===== config.mk =====
export PLATFORM = sky130hd
export DESIGN_NAME = serial_mouse_packet_decoder_top
export DESIGN_NICKNAME = d
export VERILOG_FILES = /design/src/hdl/smpd_pkg.sv /design/src/hdl/smpd_core.sv /design/src/hdl/serial_mouse_packet_decoder_top.sv
export SDC_FILE = /design/constraint.sdc
export NUM_CORES = 1
export LEC_CHECK = 0
export BUFFER_PORTS_ARGS = -buffer_cell sky130_fd_sc_hd__buf_4
export CAP_MARGIN = 20
export CORE_ASPECT_RATIO = 1.2
export CORE_MARGIN = 1.5
export CORE_UTILIZATION = 60
export CTS_CLUSTER_DIAMETER = 120
export DETAILED_ROUTE_END_ITERATION = 12
export PLACE_DENSITY = 0.88
export SYNTH_ARGS = -nofsm -noshare
export SYNTH_HDL_FRONTEND = slang
export SYNTH_SLANG_ARGS = --single-unit

===== constraint.sdc =====
create_clock -name clk -period 8.1 [get_ports clk]
set_clock_uncertainty 0.05 [all_clocks]
set_input_delay 0.405 -clock clk [delete_from_list [all_inputs] [get_ports clk]]
set_output_delay 0.405 -clock clk [all_outputs]
set_load 0.01 [all_outputs]

===== src/hdl/smpd_pkg.sv =====
// Types, constants and helper functions for the serial mouse packet decoder.
package smpd_pkg;

    // Accumulator width; the output deltas are always 16 bits.
    localparam int SUM_WIDTH = 16;
    localparam int DELTA_WIDTH = 16;
    localparam int EXT_WIDTH = SUM_WIDTH + DELTA_WIDTH;

    // Serial byte and stream widths.
    localparam int BYTE_WIDTH = 7;
    localparam int IN_DATA_WIDTH = 8;
    localparam int BTN_WIDTH = 3;
    localparam int OUT_DATA_WIDTH = 40;
    localparam int OUT_PAD_WIDTH = OUT_DATA_WIDTH - 2 * DELTA_WIDTH - BTN_WIDTH;

    // Function codes carried on tuser.
    localparam logic FUNC_BYTE = 1'b0;
    localparam logic FUNC_READ = 1'b1;

    // Byte position codes within a packet.
    localparam logic [2:0] POS_FIRST  = 3'd1;
    localparam logic [2:0] POS_SECOND = 3'd2;
    localparam logic [2:0] POS_THIRD  = 3'd3;
    localparam logic [2:0] POS_FOURTH = 3'd4;
    localparam logic [2:0] POS_WAIT   = 3'd5;

    // Bit positions inside a serial byte.
    localparam int START_BIT = 6;
    localparam int LEFT_BIT  = 5;
    localparam int RIGHT_BIT = 4;
    localparam int MID_BIT   = 5;

    // Output clamp limits at the extended width.
    localparam logic signed [EXT_WIDTH-1:0] OUT_MAX = EXT_WIDTH'(32767);
    localparam logic signed [EXT_WIDTH-1:0] OUT_MIN = EXT_WIDTH'(-32768);

    // One item handed to the decode core.
    typedef struct packed {
        logic                  valid;
        logic                  func;
        logic [BYTE_WIDTH-1:0] rx_byte;
    } step_t;

    // One read result.
    typedef struct packed {
        logic [BTN_WIDTH-1:0]          buttons;
        logic signed [DELTA_WIDTH-1:0] delta_y;
        logic signed [DELTA_WIDTH-1:0] delta_x;
    } result_t;

    // Saturating add of a sign-extended 8-bit delta to an accumulator.
    function automatic logic signed [SUM_WIDTH-1:0] sat_add(
        input logic signed [SUM_WIDTH-1:0] acc,
        input logic [7:0]                  d
    );
        logic signed [SUM_WIDTH:0] s;
        s = {acc[SUM_WIDTH-1], acc} + {{(SUM_WIDTH - 7){d[7]}}, d};
        if (s[SUM_WIDTH] != s[SUM_WIDTH-1])
            return s[SUM_WIDTH] ? {1'b1, {(SUM_WIDTH - 1){1'b0}}}
                                : {1'b0, {(SUM_WIDTH - 1){1'b1}}};
        return s[SUM_WIDTH-1:0];
    endfunction

    // Clamp an accumulator to the 16-bit signed output range.
    function automatic logic signed [DELTA_WIDTH-1:0] clamp_out(
        input logic signed [SUM_WIDTH-1:0] acc
    );
        logic signed [EXT_WIDTH-1:0] e;
        e = {{DELTA_WIDTH{acc[SUM_WIDTH-1]}}, acc};
        if (e > OUT_MAX)
            return OUT_MAX[DELTA_WIDTH-1:0];
        if (e < OUT_MIN)
            return OUT_MIN[DELTA_WIDTH-1:0];
        return e[DELTA_WIDTH-1:0];
    endfunction

endpackage


===== src/hdl/smpd_core.sv =====
// Packet assembly state, saturating accumulators and read result logic.
module smpd_core
    import smpd_pkg::*;
(
    input  logic    clk,
    input  logic    rst_n,
    input  step_t   step,
    output result_t result
);

    logic [2:0]                  pos_reg, pos_next;
    logic [7:0]                  px_reg, px_next;
    logic [7:0]                  py_reg, py_next;
    logic [BTN_WIDTH-1:0]        btn_reg, btn_next;
    logic signed [SUM_WIDTH-1:0] sum_x_reg, sum_x_next;
    logic signed [SUM_WIDTH-1:0] sum_y_reg, sum_y_next;
    logic [7:0]                  py_full;

    // The low Y bits arrive with the third byte, so the full Y is formed here.
    assign py_full = py_reg | {1'b0, step.rx_byte};

    // Next-state logic for one beat.
    always_comb
    begin
        pos_next   = pos_reg;
        px_next    = px_reg;
        py_next    = py_reg;
        btn_next   = btn_reg;
        sum_x_next = sum_x_reg;
        sum_y_next = sum_y_reg;
        if (step.valid)
        begin
            if (step.func == FUNC_READ)
            begin
                sum_x_next = '0;
                sum_y_next = '0;
            end
            else if (step.rx_byte[START_BIT])
            begin
                btn_next = {1'b0, step.rx_byte[RIGHT_BIT], step.rx_byte[LEFT_BIT]};
                px_next  = {step.rx_byte[1:0], 6'b0};
                py_next  = {step.rx_byte[3:2], 6'b0};
                pos_next = POS_FIRST;
            end
            else
            begin
                unique case (pos_reg)
                    POS_FIRST:
                    begin
                        px_next = px_reg | {1'b0, step.rx_byte};
                    end
                    POS_SECOND:
                    begin
                        py_next    = py_full;
                        sum_x_next = sat_add(sum_x_reg, px_reg);
                        sum_y_next = sat_add(sum_y_reg, py_full);
                    end
                    POS_THIRD:
                    begin
                        if (step.rx_byte[MID_BIT])
                            btn_next = btn_reg | 3'b100;
                    end
                    default:
                    begin
                    end
                endcase
                if (pos_reg < POS_WAIT)
                    pos_next = pos_reg + 3'd1;
            end
        end
    end

    // State registers.
    always_ff @(posedge clk or negedge rst_n)
    begin
        if (!rst_n)
        begin
            pos_reg   <= POS_WAIT;
            px_reg    <= '0;
            py_reg    <= '0;
            btn_reg   <= '0;
            sum_x_reg <= '0;
            sum_y_reg <= '0;
        end
        else
        begin
            pos_reg   <= pos_next;
            px_reg    <= px_next;
            py_reg    <= py_next;
            btn_reg   <= btn_next;
            sum_x_reg <= sum_x_next;
            sum_y_reg <= sum_y_next;
        end
    end

    // Read result from the state before this beat.
    assign result.delta_x = clamp_out(sum_x_reg);
    assign result.delta_y = clamp_out(sum_y_reg);
    assign result.buttons = btn_reg;

endmodule


===== src/hdl/serial_mouse_packet_decoder_top.sv =====
// Top level of the serial mouse packet decoder: input register, core, result register.
//
// Each slave beat carries one serial byte (tuser low) or a read request (tuser high).
// A beat passes through an input register and is decoded as it leaves it, so one
// beat per clock is taken as long as the master side keeps up. Serial bytes give
// no result; a read gives one master beat through the result register, with the
// motion summed since the previous read and the current buttons, then clears
// the sums. A read waits in the input register only while an earlier result is
// still held on the master side.
module serial_mouse_packet_decoder_top
    import smpd_pkg::*;
(
    input  logic                      clk,
    input  logic                      rst_n,
    input  logic                      s_tvalid,
    output logic                      s_tready,
    input  logic [IN_DATA_WIDTH-1:0]  s_tdata,   // [6:0] rx_byte, [7] zero
    input  logic                      s_tuser,   // [0] func
    output logic                      m_tvalid,
    input  logic                      m_tready,
    output logic [OUT_DATA_WIDTH-1:0] m_tdata    // [15:0] delta_x, [31:16] delta_y,
                                                 // [34:32] buttons, [39:35] zero
);

    logic                  in_valid_reg, in_valid_next;
    logic                  in_func_reg;
    logic [BYTE_WIDTH-1:0] in_byte_reg;
    logic                  out_valid_reg, out_valid_next;
    result_t               out_reg;
    result_t               core_result;
    step_t                 step;
    logic                  advance;
    logic                  s_fire;

    // A held beat moves on unless it is a read and the result register is blocked.
    assign advance  = in_valid_reg &&
                      (in_func_reg == FUNC_BYTE || !out_valid_reg || m_tready);
    assign s_tready = !in_valid_reg || advance;
    assign s_fire   = s_tvalid && s_tready;

    assign step.valid   = advance;
    assign step.func    = in_func_reg;
    assign step.rx_byte = in_byte_reg;

    smpd_core u_core (
        .clk    (clk),
        .rst_n  (rst_n),
        .step   (step),
        .result (core_result)
    );

    // Input register valid flag.
    always_comb
    begin
        in_valid_next = in_valid_reg;
        if (s_fire)
            in_valid_next = 1'b1;
        else if (advance)
            in_valid_next = 1'b0;
    end

    // Result register valid flag.
    always_comb
    begin
        out_valid_next = out_valid_reg;
        if (advance && in_func_reg == FUNC_READ)
            out_valid_next = 1'b1;
        else if (m_tready)
            out_valid_next = 1'b0;
    end

    always_ff @(posedge clk or negedge rst_n)
    begin
        if (!rst_n)
        begin
            in_valid_reg  <= 1'b0;
            out_valid_reg <= 1'b0;
        end
        else
        begin
            in_valid_reg  <= in_valid_next;
            out_valid_reg <= out_valid_next;
        end
    end

    // Payload registers.
    always_ff @(posedge clk)
    begin
        if (s_fire)
        begin
            in_func_reg <= s_tuser;
            in_byte_reg <= s_tdata[BYTE_WIDTH-1:0];
        end
        if (advance && in_func_reg == FUNC_READ)
            out_reg <= core_result;
    end

    assign m_tvalid = out_valid_reg;
    assign m_tdata  = {{OUT_PAD_WIDTH{1'b0}}, out_reg};

endmodule


==> results of run 1 <==
## placed cells by master (no fill, tap or decap), types with 6 or more instances in the layout
cell / n
a21o_1: 9
a21oi_1: 31
a22o_1: 13
a31oi_1: 8
a32oi_1: 6
buf_4: 51
clkbuf_8: 10
dfrtp_1: 54
edfxtp_1: 43
ha_1: 37
inv_1: 14
maj3_1: 10
maj3_2: 14
mux2_2: 6
nand2_1: 33
nand2b_1: 7
nand3_1: 10
nor2_1: 27
nor3_1: 6
o21ai_0: 26
o21ai_1: 15
or2_2: 9
xnor2_1: 13
xor2_1: 10
## critical path, cell delays in order (launching register included)
cell and delay, ns:
dfrtp_1 0.42, ha_1 0.27, fa_1 0.41, a21o_1 0.18, a21oi_2 0.22, o21ai_2 0.13, and3_1 0.23, o21ai_1 0.86
maj3_2 0.38, o21ai_1 0.07
## cells by family after synthesis
family          count (synthesis)
flops                          99
simple gates                  115
other cells                     1
fa+ha+maj                      63
xor+xnor                       24
buf+inv                        65
compound gates                150
mux                             8
## layout make-up
cell class / count / area (sq um)
clock buffers: 12 / 145.1
clock inverters: 4 / 50.05
fillers: 645 / 2894
inverters: 14 / 52.55
multi-input cells: 365 / 2684
flip-flops and latches: 99 / 2695
well taps: 120 / 150.1
repair buffers: 52 / 410.4
## worst max-delay path by stage
stage	start	endpoint	slack, ns	cells after the start
finish	u_core.sum_x_reg[0]$_DFFE_PN0P_	u_core.sum_x_reg[7]$_DFFE_PN0P_	4.76	9
floorplan	in_byte_reg[0]$_DFFE_PP_	u_core.sum_y_reg[14]$_DFFE_PN0P_	5.42	11
global route	u_core.sum_x_reg[0]$_DFFE_PN0P_	u_core.sum_x_reg[4]$_DFFE_PN0P_	4.57	9
CTS	u_core.px_reg[7]$_DFFE_PN0P_	u_core.sum_x_reg[7]$_DFFE_PN0P_	4.66	8
detailed placement	u_core.px_reg[7]$_DFFE_PN0P_	u_core.sum_x_reg[7]$_DFFE_PN0P_	4.72	8
global placement	u_core.px_reg[7]$_DFFE_PN0P_	u_core.sum_x_reg[4]$_DFFE_PN0P_	4.76	8
## per-stage QoR
stage | worst slack, ns | util (%) | std cells
floorplan | 5.417 | - | 529
global placement | 4.759 | 65.60 | 648
detailed placement | 4.723 | 65.60 | 648
CTS | 4.664 | 67.75 | 664
global route | 4.569 | 68.13 | 666
finish | 4.757 | 68.13 | 666
## metal layers
metal  GRT usage, %  wire length [um]  up-vias
li1               -                 -     1920
met1          29.35              4970     1989
met2          40.09              5529      122
met3          4.672               428       28
met4          10.71               312        0
met5              0                 0        -
## power by group
part,total (W),leakage [nW],switching [W],internal [W]
registers,0.000634,1.16,0.0000491,0.000585
logic,0.000522,1.43,0.000294,0.000228
clock network,0.000316,0.0926,0.000165,0.000151
total,0.00147,2.68,0.000508,0.000964
==> qor.txt, run 1 <==
Die Span Y = 109.2 um
Setup crit start kind = flip-flop
Main combinational cell family by area after synthesis = compound AO/OA/AOI/OAI gates
Unique masters post-synth = 63
Number of flip-flops in the largest register = 35
Clock sink total = 99
TritonRoute pass-1 iters = 5
Fin area = 6187 sq um
RSZ-0062 raised after global routing = no
Hpwl dp = 7.747 mm
Num CTS Buffers = 9
Total Power = 0.001472 W
Fraction of registers with async set/reset = 56.57%
Area of the die = 9989 sq um
Register bit total from synthesis = 99
Status = finished clean
CTS tree = built
Setup CP Type = flip-flop to flip-flop
Crit Reg-Reg Endpoint = u_core.sum_x_reg[7]$_DFFE_PN0P_
Required @ worst endpoint = 8.28 ns
Maxcap violations = 0
Core footprint = 9081 sq um
Adder-Cell Fraction of Synth Area = 13.49%
Top-count cell post-synth = dfrtp_1
Synth area leaders = dfrtp_1 24%, edfxtp_1 23%, ha_1 8.2%
Slew @ Worst Pin = 1.094 ns
Total track usage = 23.63%
Synth Instances = 525
Ports = 55
RD Place Congestion = 0.8732
1st-iter DRT viols = 323
Post-synthesis mux area share = 1.553%
Most frequent cells after synthesis = 54 x dfrtp_1, 43 x edfxtp_1, 40 x clkbuf_1
Hold_buf cts = 0
Post-CTS sizing = 0
Layout cell share with drive strength beyond 1 = 20.33%
Die W = 91.49 um
Vias = 4,059
Clk slew on worst S/H paths = 0.09 ns
Largest area contributor in the netlist = dfrtp_1
Synth Area in XOR/XNOR = 3.862%
Yosys warning total = 0
Synthesized area per cell = 10.74 sq um
Netlist Area Pre-Place = 5638 sq um
Peak supply drop = 0.1812 mV
Slew Viols, Final = 0
Lkg Pwr = 2.681 nW
Count of buffers from port buffering = 48
Simple-Gate Fraction of Synth Area = 9.809%
Avg WL per Cell = 16.88 um
Setup bufs post-CTS = 0
Min-delay worst type = input port to asynchronous set/reset pin
Yosys top cell area share = 23.97%
Cell Area, Placed = 5957 sq um
# diodes = 0
Largest net degree at the start of global routing = 57
Endpoints failing hold = 0
Critical Path Fanout Max = 11
Post-synthesis compound-gate area fraction = 18.35%
Final wirelength = 11.24 mm
Crit end category = flip-flop
Worst-case reg-to-reg path depth = 9
Worst R2R Start = u_core.sum_x_reg[0]$_DFFE_PN0P_
P per Cell Area = 237.9 nW/um^2
Clk buf depth = 2
Max Freq = 299.1 MHz
Seq/Total Area, Yosys = 47.80%
Routed Antenna Nets = 0
Row count = 38
Grt total ovfl = 0
Final Setup Violations = 0
Number of global-route vias before repair = 3,899
Vias per cell = 6.095
DRC viols = 0
Slew margin rel. = 26.61%
CP arrival = 3.52 ns
Worst R2R Setup Slack = 4.76 ns
Final #Nets = 593
Post-synth EDFFs = 43
TNS Setup = 0 ns
Layout Area Growth over Synthesis = 9.742%
Fin crit period = 3.343 ns
H-tree depth = 3
Clk_lat worst skew = 0.37 ns
Antenna violations before repair = 0
First-pass GRT wire length = 18.34 mm
Main synth FF type = dfrtp_1
Hold WS = 0.04079 ns
Initial Util = 62.08%
CTS root buffer = clkbuf_8
Final Cycle Share = 41.27%
Power figures use the tool's default switching activity.
==> inputs of run 2 (changes only) <==
Settings changed: CORE_UTILIZATION 60 to 54, PLACE_DENSITY 0.88 to 0.84.
Clock period 8.1 ns to 3 ns, I/O delays scaled along.
==> run 2 against run 1 <==
Sequential power increased to 2.7 times the previous value. Register-to-register slack worse by 4.6 ns. Die area increased by 11%. Global-route usage decreased by 0.49 points. Non-clock buffer count rose by 30. First-iteration DRC count decreased by 21%. Via count grew 3.8%. Critical path type unchanged. Power rose to 3.0 times the previous value. Combinational power increased to 2.9 times the previous value. Critical endpoint is now u_core.sum_y_reg[4]$_DFFE_PN0P_. Wire length rose by 7.4%.
==> qor.txt, run 2 (same netlist as run 1, synthesis figures left out) <==
Status = finished clean (unchanged)
Final wirelength = 12.08 mm (was 11.24 mm)
Clk buf depth = 2 (unchanged)
First-pass GRT wire length = 19.40 mm (was 18.34 mm)
Fin crit period = 2.873 ns (was 3.343 ns)
Critical Path Fanout Max = 20 (was 11)
Ports = 55 (unchanged)
Vias per cell = 6.003 (was 6.095)
Critical Path Source = in_byte_reg[0]$_DFFE_PP_ (was u_core.sum_x_reg[0]$_DFFE_PN0P_)
Fin area = 6565 sq um (was 6187 sq um)
Final Cycle Share = 95.76% (was 41.27%)
Hold WS = 0.1022 ns (was 0.04079 ns)
TritonRoute pass-1 iters = 5 (unchanged)
Vias = 4,214 (was 4,059)
Required @ worst endpoint = 3.19 ns (was 8.28 ns)
Initial Util = 55.77% (was 62.08%)
Die W = 96.28 um (was 91.49 um)
Antenna violations before repair = 0 (unchanged)
RD Place Congestion = 0.9027 (was 0.8732)
Setup CP Type = flip-flop to flip-flop (unchanged)
Clk slew on worst S/H paths = 0.07 ns (was 0.09 ns)
Total Power = 0.004409 W (was 0.001472 W)
Hpwl dp = 8.149 mm (was 7.747 mm)
Crit Reg-Reg Endpoint = u_core.sum_y_reg[4]$_DFFE_PN0P_ (was u_core.sum_x_reg[7]$_DFFE_PN0P_)
P per Cell Area = 671.6 nW/um^2 (was 237.9 nW/um^2)
Cells after DPL = 671 (was 648)
Worst R2R Start = in_byte_reg[0]$_DFFE_PP_ (was u_core.sum_x_reg[0]$_DFFE_PN0P_)
Max stage delay cell, worst path = edfxtp_1 (was o21ai_1)
Core footprint = 10,110 sq um (was 9081 sq um)
Worst R2R Setup Slack = 0.13 ns (was 4.76 ns)
Final #Nets = 623 (was 593)
Die Span Y = 114.9 um (was 109.2 um)
H-tree depth = 3 (unchanged)
Number of flip-flops in the largest register = 35 (unchanged)
Endpoints failing hold = 0 (unchanged)
Number of global-route vias before repair = 4,040 (was 3,899)
Slew Viols, Final = 0 (unchanged)
RSZ-0062 raised after global routing = no (unchanged)
Lkg Pwr = 2.881 nW (was 2.681 nW)
Clock sink total = 99 (unchanged)
Layout Area Growth over Synthesis = 16.44% (was 9.742%)
Row count = 40 (was 38)
CTS root buffer = clkbuf_16 (was clkbuf_8)
Cell Area, Placed = 6105 sq um (was 5957 sq um)
Crit-path max cell delay = 0.39 ns (was 0.86 ns)
Slew margin rel. = 48.59% (was 26.61%)
CP arrival = 3.06 ns (was 3.52 ns)
TNS Setup = 0 ns (unchanged)
Final Setup Violations = 0 (unchanged)
Worst-case reg-to-reg path depth = 12 (was 9)
Avg WL per Cell = 17.20 um (was 16.88 um)
Slew @ Worst Pin = 0.7693 ns (was 1.094 ns)
Maxcap violations = 0 (unchanged)
Final Non-Filler Cells = 702 (was 666)
Routed Antenna Nets = 0 (unchanged)
Grt total ovfl = 0 (unchanged)
Most frequent cells in the layout = 71 x buf_4, 54 x dfrtp_1, 43 x edfxtp_1 (was 54 x dfrtp_1, 51 x buf_4, 43 x edfxtp_1)
Crit end category = flip-flop (unchanged)
Max Freq = 348.1 MHz (was 299.1 MHz)
Layout cell share with drive strength beyond 1 = 23.78% (was 20.33%)
Count of buffers from port buffering = 48 (unchanged)
Setup crit start kind = flip-flop (unchanged)
Clk_lat worst skew = 0.35 ns (was 0.37 ns)
Num CTS Buffers = 9 (unchanged)
Most common cell after layout, fill and taps aside = buf_4 (was dfrtp_1)
1st-iter DRT viols = 254 (was 323)
Min-delay worst type = input port to flip-flop (was input port to asynchronous set/reset pin)
Area of the die = 11,060 sq um (was 9989 sq um)
Critical Path End = u_core.sum_y_reg[4]$_DFFE_PN0P_ (was u_core.sum_x_reg[7]$_DFFE_PN0P_)
Peak supply drop = 0.4288 mV (was 0.1812 mV)
# diodes = 0 (unchanged)
CTS tree = built (unchanged)
Largest net degree at the start of global routing = 57 (unchanged)
Total track usage = 23.14% (was 23.63%)
CP Cell Sequence = or2_2 -> ha_1 -> inv_1 -> fa_1 -> nand3b_1 -> a21oi_1 -> o21ai_2 -> a311oi_1 -> a21o_1 -> buf_12 -> maj3_1 -> a22o_1 (was ha_1 -> fa_1 -> a21o_1 -> a21oi_2 -> o21ai_2 -> and3_1 -> o21ai_1 -> maj3_2 -> o21ai_1)
DRC viols = 0 (unchanged)
[run 2: cell count changes in the layout (fill, tap and decap cells not counted), sizes merged]
cell,delta
clkbuf,-3
dlygate4sd3,+10
clkinv,+2
clkinvlp,-2
buf,+20
inv,+3
[run 2: repair_timing]
item	in CTS	in global routing
resized for setup	0	4
hold buffers	10	0
buffers inserted	0	5
setup endpoints to repair	0	25
endpoints found under the hold margin	63	0
[run 2: layout make-up]
type                       instances  area [sq um]
sequential                        99          2695
clock buffer                       9         225.2
multi-input combinational        365          2706
inverter                          14         52.55
fill                             784          3545
timing repair buffer              82         653.1
tap                              126         157.7
clock inverter                     7         75.07
[run 2: worst max-delay path: cells and delay by family, from the launching register on]
kind                       cells  cell delay (ns)
AOI/OAI and AO/OA              5             0.85
adders and majority gates      3             0.76
DFF                            1             0.39
and+or+nand+nor                2             0.48
buffers and inverters          2             0.24
[run 2: per-layer routing]
metal | vias up | global-route usage [%] | wire length [um]
met2 | 119 | 37.28 | 6121
met5 | - | 0 | 0
met1 | 2087 | 30.03 | 5175
met4 | 0 | 9.314 | 276
li1 | 1987 | - | -
met3 | 21 | 5.357 | 502
[run 2: report_power, final]
group	switching, W	leakage (nW)	internal (W)
logic	0.000817	1.57	0.000700
clock network	0.000523	0.151	0.000654
registers	0.000135	1.16	0.00158
total	0.00147	2.88	0.00293
[run 2: how the worst min path moves through the flow]
stage / start / end / slack (ns) / cells past startpoint
2_1_floorplan: rst_n / asynchronous set/reset pin / -0.20 / 0
3_3_place_gp: rst_n / u_core.btn_reg[0]$_DFFE_PN0P_ / 0.20 / 1
3_5_place_dp: rst_n / u_core.btn_reg[2]$_DFFE_PN0P_ / 0.20 / 1
4_1_cts: m_tready / m_tvalid$_DFFE_PN0P_ / 0.08 / 3
5_1_grt: m_tready / m_tvalid$_DFFE_PN0P_ / 0.13 / 3
6_report: m_tready / m_tvalid$_DFFE_PN0P_ / 0.10 / 3
[run 2: stage by stage]
step / util (%) / worst slack [ns]
final: 64.94 / 0.1271
after global routing: 64.94 / 0.006133
after CTS: 64.34 / 0.0002167
after detailed placement: 60.38 / 0.07740
after global placement: 60.38 / 0.06824
after floorplan: - / 0.3174
==> inputs of run 3 (changes only) <==
--- a/config.mk
+++ b/config.mk
@@ -10,3 +10,3 @@
 export CORE_ASPECT_RATIO = 1.2
-export CORE_MARGIN = 1.5
+export CORE_MARGIN = 3
 export CORE_UTILIZATION = 54
==> constraint.sdc (replaced) <==
create_clock -name clk -period 3 [get_ports clk]
set_clock_uncertainty 0.05 [all_clocks]
set_input_delay 0.75 -clock clk [delete_from_list [all_inputs] [get_ports clk]]
set_output_delay 0.75 -clock clk [all_outputs]
set_load 0.01 [all_outputs]
==> run 3 against run 2 <==
Sequential share of layout area up 0.85 points. Critical endpoint unchanged. First-iteration DRC count up 18%. Flip-flop and latch count unchanged.
==> qor.txt, run 3 (same netlist as run 1, synthesis figures left out) <==
Worst R2R Start = in_byte_reg[4]$_DFFE_PP_ (was in_byte_reg[0]$_DFFE_PP_)
Initial Util = 55.77% (unchanged)
Vias = 4,123 (was 4,214)
Die Span Y = 117.9 um (was 114.9 um)
Clock sink total = 99 (unchanged)
Hold_buf cts = 0 (was 10)
Worst hold path cell count = 0 (was 3)
Worst R2R Setup Slack = 0.13 ns (about the same)
Area of the die = 11,710 sq um (was 11,060 sq um)
Endpoints failing hold = 0 (unchanged)
Setup CP Type = flip-flop to flip-flop (unchanged)
Final Non-Filler Cells = 687 (was 702)
Crit-path max cell delay = 0.43 ns (was 0.39 ns)
H-tree depth = 3 (unchanged)
Cell Area, Placed = 6102 sq um (was 6105 sq um)
Slew Viols, Final = 0 (unchanged)
Die W = 99.28 um (was 96.28 um)
Max Freq = 348.4 MHz (was 348.1 MHz)
Final #Nets = 608 (was 623)
RD Place Congestion = 0.9397 (was 0.9027)
Fin area = 6432 sq um (was 6565 sq um)
Final wirelength = 11.51 mm (was 12.08 mm)
Fin util = 63.63% (was 64.94%)
CP arrival = 3.05 ns (was 3.06 ns)
Crit end category = flip-flop (unchanged)
Grt total ovfl = 0 (unchanged)
Count of buffers from port buffering = 48 (unchanged)
Total track usage = 20.66% (was 23.14%)
1st-iter DRT viols = 300 (was 254)
Num CTS Buffers = 9 (unchanged)
CP Cell Sequence = or2_2 -> ha_1 -> o211ai_1 -> o211ai_1 -> nand3_1 -> nand2_1 -> o211ai_4 -> buf_12 -> maj3_1 -> a22o_1 (was or2_2 -> ha_1 -> inv_1 -> fa_1 -> nand3b_1 -> a21oi_1 -> o21ai_2 -> a311oi_1 -> a21o_1 -> buf_12 -> maj3_1 -> a22o_1)
TNS Setup = 0 ns (unchanged)
Critical Path Fanout Max = 18 (was 20)
Worst-case reg-to-reg path depth = 10 (was 12)
Core footprint = 10,110 sq um (unchanged)
Final Cycle Share = 95.67% (was 95.76%)
Required @ worst endpoint = 3.18 ns (was 3.19 ns)
Filler cells = 768 (was 784)
Slew margin rel. = 50.57% (was 48.59%)
Largest net degree at the start of global routing = 57 (unchanged)
CTS root buffer = clkbuf_16 (unchanged)
Row count = 40 (unchanged)
Most common cell after layout, fill and taps aside = buf_4 (unchanged)
Clk slew on worst S/H paths = 0.07 ns (about the same)
P per Cell Area = 667.0 nW/um^2 (was 671.6 nW/um^2)
CTS tree = built (unchanged)
Vias per cell = 6.001 (was 6.003)
Top delay family on crit path = compound AO/OA/AOI/OAI gates (unchanged)
Maxcap violations = 0 (unchanged)
Number of flip-flops in the largest register = 35 (unchanged)
Final Setup Violations = 0 (unchanged)
Register area = 2695 sq um (unchanged)
Layout Area Growth over Synthesis = 14.09% (was 16.44%)
Ports = 55 (unchanged)
HP Start = u_core.btn_reg[0]$_DFFE_PN0P_ (was m_tready)
Fin crit period = 2.870 ns (was 2.873 ns)
Peak supply drop = 0.4056 mV (was 0.4288 mV)
RSZ-0062 raised after global routing = no (unchanged)
First-pass GRT wire length = 19.29 mm (was 19.40 mm)
Crit path depth = 10 (was 12)
DRC viols = 0 (unchanged)
Clk buf depth = 2 (unchanged)
Max stage delay cell, worst path = edfxtp_1 (unchanged)
Routed Antenna Nets = 0 (unchanged)
Clk_lat worst skew = 0.35 ns (about the same)
# diodes = 0 (unchanged)
Min-delay worst type = flip-flop to flip-flop (was input port to flip-flop)
Worst hold endpoint = m_tdata[32]$_DFFE_PP_ (was m_tvalid$_DFFE_PN0P_)
Setup crit start kind = flip-flop (unchanged)
TritonRoute pass-1 iters = 6 (was 5)
Layout cell share with drive strength beyond 1 = 23.71% (was 23.78%)
Crit Reg-Reg Endpoint = u_core.sum_y_reg[4]$_DFFE_PN0P_ (unchanged)
Lkg Pwr = 2.808 nW (was 2.881 nW)
Cells after DPL = 669 (was 671)
Worst Path Buf+Inv = 1 (was 2)
Antenna violations before repair = 0 (unchanged)
Most frequent cells in the layout = 64 x buf_4, 54 x dfrtp_1, 43 x edfxtp_1 (was 71 x buf_4, 54 x dfrtp_1, 43 x edfxtp_1)
Hpwl dp = 8.006 mm (was 8.149 mm)
Multi-input logic area = 2709 sq um (was 2706 sq um)
Status = finished clean (unchanged)
Number of global-route vias before repair = 4,034 (was 4,040)
Slew @ Worst Pin = 0.7415 ns (was 0.7693 ns)
PnR worst setup slack = 0.1300 ns (was 0.1271 ns)
Avg WL per Cell = 16.76 um (was 17.20 um)
Most common cell on crit path = o211ai_1
Setup WS pre-CTS = 0.05883 ns (was 0.07740 ns)
## run 3: what timing repair did
action,4_1_cts,5_1_grt
setup buffers,0,2
setup endpoints to repair,0,28
resized for setup,0,6
## run 3: area by class of cell
type / count / share of cell area [%]
clock buffer: 10 / 3.560
clock inverter: 6 / 0.7586
inverter: 14 / 0.8170
multi-input combinational: 365 / 42.11
sequential: 99 / 41.90
tap: 126 / 2.451
timing repair buffer: 67 / 8.403
## run 3: worst max-delay path by stage
stage / start / end / slack (ns)
after global placement: u_core.px_reg[7]$_DFFE_PN0P_ / u_core.sum_x_reg[5]$_DFFE_PN0P_ / 0.05
final: in_byte_reg[4]$_DFFE_PP_ / u_core.sum_y_reg[4]$_DFFE_PN0P_ / 0.13
after floorplan: m_tready / m_tdata[0]$_SDFFCE_PN1P_ / 0.04
after CTS: in_byte_reg[0]$_DFFE_PP_ / u_core.sum_y_reg[14]$_DFFE_PN0P_ / 0.008
after global routing: in_byte_reg[3]$_DFFE_PP_ / u_core.sum_y_reg[14]$_DFFE_PN0P_ / 0.009
after detailed placement: u_core.px_reg[7]$_DFFE_PN0P_ / u_core.sum_x_reg[4]$_DFFE_PN0P_ / 0.06
## run 3: through the flow
stage	power [W]	hold WS [ns]
6_report	0.004290	0.3934
5_1_grt	0.004549	0.4139
4_1_cts	0.004272	0.3958
3_5_place_dp	0.003176	0.3807
3_3_place_gp	0.003120	0.3801
2_1_floorplan	0.002836	0.3711
## run 3: report_power, final
part | switching, W | total, W | internal [W]
registers | 0.000129 | 0.00171 | 0.00158
logic | 0.000807 | 0.00150 | 0.000696
clock network | 0.000507 | 0.00108 | 0.000571
## run 3: worst register-to-register path, cell delays in order, from the launching register on
cell,delay (ns)
edfxtp_1,0.43
or2_2,0.32
ha_1,0.37
o211ai_1,0.14
o211ai_1,0.29
nand3_1,0.17
nand2_1,0.16
o211ai_4,0.11
buf_12,0.17
maj3_1,0.33
a22o_1,0.21
## run 3: per-layer routing
layer  track usage, %  vias to the layer above  wire length, um  share of wire (%)
li1                 -                     1966                -                  -
met1            26.83                     2010             4935                 43
met2            33.87                      122             5685                 49
met3            2.667                       25              563                4.9
met4            10.16                        0              330                2.9
met5                0                        -                0                  0
